### config.mk
export PLATFORM = sky130hd
export DESIGN_NAME = gbm_ram
export DESIGN_NICKNAME = d
export VERILOG_FILES = /design/src/rtl/grid_bilinear_mapper_top_assert.svh /design/src/rtl/gbm_ram.sv
export SDC_FILE = /design/constraint.sdc
export NUM_CORES = 2
export LEC_CHECK = 0
export ABC_AREA = 1
export BUFFER_PORTS_ARGS = -buffer_cell sky130_fd_sc_hd__buf_2
export CAP_MARGIN = 15
export CORE_MARGIN = 8
export CORE_UTILIZATION = 60
export CTS_BUF_LIST = sky130_fd_sc_hd__clkbuf_4 sky130_fd_sc_hd__clkbuf_8 sky130_fd_sc_hd__clkbuf_16
export CTS_CLUSTER_SIZE = 25
export DETAILED_ROUTE_END_ITERATION = 10
export PLACE_DENSITY = 0.74
export SYNTH_ARGS = -nofsm -noshare
export SYNTH_HDL_FRONTEND = slang
export SYNTH_SLANG_ARGS = --single-unit
### constraint.sdc
create_clock -name clk -period 11.71 [get_ports clk]
set_input_delay 3.513 -clock clk [delete_from_list [all_inputs] [get_ports clk]]
set_output_delay 3.513 -clock clk [all_outputs]
set_load 0.02 [all_outputs]
### src/rtl/grid_bilinear_mapper_top_assert.svh
// ----------------------------------------------------------------------------
// Grid bilinear mapper assertion macros
// Concurrent assertion wrappers; defining ASSERT_OFF turns them into nothing.
// ----------------------------------------------------------------------------
`ifndef GRID_BILINEAR_MAPPER_TOP_ASSERT_SVH
`define GRID_BILINEAR_MAPPER_TOP_ASSERT_SVH
`ifndef ASSERT_OFF
// The consequent must hold in the same cycle as the antecedent.
`define GBM_ASSERT_SAME(label, clk, rst_n, pre, post, msg) \
    label: assert property (@(posedge clk) disable iff (!rst_n) (pre) |-> (post)) \
        else $error(msg);
// The consequent must hold in the cycle after the antecedent.
`define GBM_ASSERT_NEXT(label, clk, rst_n, pre, post, msg) \
    label: assert property (@(posedge clk) disable iff (!rst_n) (pre) |=> (post)) \
        else $error(msg);
`else
`define GBM_ASSERT_SAME(label, clk, rst_n, pre, post, msg)
`define GBM_ASSERT_NEXT(label, clk, rst_n, pre, post, msg)
`endif
`endif

### src/rtl/gbm_ram.sv
`timescale 1ns / 1ps
// ----------------------------------------------------------------------------
// Generic single-port RAM
// One access per cycle, a read or a write (which also reads the old word); read data is registered.
// ----------------------------------------------------------------------------
module gbm_ram #(
    parameter int WIDTH = 32,
    parameter int DEPTH = 64
) (
    input  logic                     clk,
    input  logic                     we,
    input  logic [$clog2(DEPTH)-1:0] addr,
    input  logic [WIDTH-1:0]         wdata,
    output logic [WIDTH-1:0]         rdata
);

    logic [WIDTH-1:0] mem [DEPTH];
    logic [WIDTH-1:0] rdata_reg;

    always_ff @(posedge clk)
    begin
        if (we)
        begin
            mem[addr] <= wdata;
        end
        rdata_reg <= mem[addr];
    end

    assign rdata = rdata_reg;

endmodule

==> results_dict.tcl <==
set metrics [dict create \
    cts_tree "built" \
    critical_path_arrival_ps 6820 \
    hold_violations 0 \
    grt_pass1_vias 57796 \
    cellPowerDensity_mw_per_mm2 165.1 \
    final_nets 8462 \
    ant_nets 0 \
    clk_path_buf_depth 3 \
    clock-sinks 2080 \
    io_buffers 71 \
    syn_to_final_growth_pct 10.85 \
    ios 72 \
    netlist_instances 8440 \
    drt_iter0_drc 7593 \
    cp-start-kind "input port" \
    routed_via_density 5.667 \
    gr-usage-all-layers_pct 30.17 \
    antenna_found_initial 20 \
    status "complete, no violations" \
    total_leakage_power_nw 40.18 \
    drv_cap 0 \
    h-tree-depth 4 \
    clock_skew_ps 31.18 \
    sequentialPowerShare_pct 52.5 \
    critical-path-max-stage-delay_ps 930 \
    finalMaxSlewViolations 0 \
    cts.repair.resized 0 \
    finalSetupViolCount 0 \
    crit_type "in2reg" \
    required_ps 12160 \
    fmax_mhz 157.1 \
    cts_made_buffers 204 \
    synth_cell_types 21 \
    synthFlopType "edfxtp_1" \
    die_area_mm2 0.1566 \
    hpwl_mm 129.8 \
    hp-class "reg2reg" \
    ys_seq_elements 2080 \
    tns_ps 0 \
    cts-root-buf "clkbuf_16" \
    synth_edf_count 2048 \
    p_int_w 0.01225 \
    avgSynthCellArea_um2 10.25 \
    period_share_pct 54.36 \
    wl_per_cell_um 22.93 \
    critical_path.cell_chain "buf_8, buf_4, inv_8, nor2_1, nand3_1, buf_4, nor2_4" \
    final_cells 10502 \
    yosysWarnings 0 \
    drc_errors 0 \
    syn_area_mm2 0.08650 \
    swShare_pct 22.63 \
    drt-total-wl_mm 240.8 \
    p_clk_share_pct 41.3 \
    grt_pass1_wl_mm 356.1 \
    p_sw_w 0.003582 \
    core_mm2 0.1433 \
    final_cell_mix "nand2_1 (5728), edfxtp_1 (2048), clkbuf_16 (211)" \
    ctsHoldBuffers 0 \
    final_common_cell "nand2_1" \
    drive_gt1_share_pct 7.285 \
    grt_max_degree 166 \
    slew_headroom_pct 18.68 \
    die_w_um 395.7 \
    dr.pass1.iters 6 \
    globalplace.congestion 0.9603 \
    fp-row-count 139 \
    largest_reg_flops 2048 \
    grt_setup_unrepaired "no" \
    end_kind "register" \
    vias 59520 \
    clock_latency_ps 840 \
    final.min_clock_period_ps 6366 \
    start_util_pct 60.36 \
    crit_slowest_cell "nor2_4" \
    power.share.combinational_pct 6.2 \
    post_cts_buffers 0 \
    crit_fanout 72 \
    grt_overflow 0 \
    dp_cells 10110 \
    cpMostUsedCell "buf_4" \
    ys_seq_area_share_pct 71.84 \
    vdd_drop_max_mv 0.1676 \
    cts.clk_slew.worst_paths_ps 60 \
    die_h_um 395.7 \
    worstMarginPinSlew_ps 1217 \
    async_flop_share_pct 0 \
    syn_nets 8480 \
]
==> layout make-up <==
type	instances	area, µm²
clock buffers	274	5834
fillers	10328	47420
flip-flops and latches	2080	62140
repair buffers	198	1712
well taps	1903	2381
multi-input cells	5908	22820
clock inverters	103	855.8
inverters	30	135.1
diodes	6	15.01
==> stage by stage <==
stage | setup WS (ps) | utilization (%) | power, W | cell area (µm²) | hold WS (ps)
final | 5344 | 66.91 | 0.01583 | 95890 | 811.4
after CTS | 5481 | 66.76 | 0.01583 | 95670 | 811.6
after global routing | 5281 | 66.90 | 0.01622 | 95880 | 876.2
after floorplan | 3912 | - | 0.008961 | 86500 | 607.9
after global placement | 4682 | 61.98 | 0.009403 | 88820 | 789.5
after detailed placement | 4603 | 62.09 | 0.009418 | 88980 | 795.4
==> kinds of logic after synthesis <==
group,after synthesis,share of synthesized area (%)
buf+inv,452,2.397
flops,2080,71.84
simple gates,5896,25.68
compound gates,12,0.08389
==> metal layers <==
metal | global-route usage, % | up-vias | wire, µm
li1 | - | 27220 | -
met1 | 38.53 | 28386 | 88050
met2 | 47.91 | 3259 | 111400
met3 | 6.031 | 645 | 24860
met4 | 18.50 | 10 | 16430
met5 | 0 | - | 58
==> synthesized netlist by cell type, types with 5 or more instances <==
cell type  number  area share (%)
buf_1          27            0.12
nand2_1      5728              25
o211ai_1        5           0.043
clkbuf_1      136            0.59
or2_2           5           0.036
buf_2         244             1.4
nand3_1        13           0.075
dfxtp_1        32            0.74
o21ai_0         5           0.029
nor3_2          7           0.081
edfxtp_1     2048              71
inv_2          14           0.061
inv_1          16           0.069
nor2_1        137            0.59
buf_4          11           0.095
==> power groups by stage <==
stage,Sequential [W],Combinational (W),Clock [W]
6_report,0.00830,0.000988,0.00654
5_1_grt,0.00830,0.00107,0.00685
4_1_cts,0.00830,0.000973,0.00656
3_5_place_dp,0.00845,0.000966,0
3_3_place_gp,0.00845,0.000951,0
2_1_floorplan,0.00844,0.000525,0
==> worst max-delay path: cells and delay by family <==
family / cells / cell delay (ps)
AND/OR/NAND/NOR: 3 / 1620
buffers and inverters: 4 / 1600
==> final timing paths <==
path | startpoint | to | slack (ps) | cells past startpoint
worst min register to register | mem[37][23]$_DFFE_PP_ | rdata[23]$_DFF_P_ | 810 | 10
worst max-delay path | addr[2] | mem[37][7]$_DFFE_PP_ | 5340 | 7
worst max register to register | mem[13][2]$_DFFE_PP_ | rdata[2]$_DFF_P_ | 9660 | 10
worst min-delay path | mem[37][23]$_DFFE_PP_ | rdata[23]$_DFF_P_ | 810 | 10
Note: power is estimated with default switching activity, not from simulation.
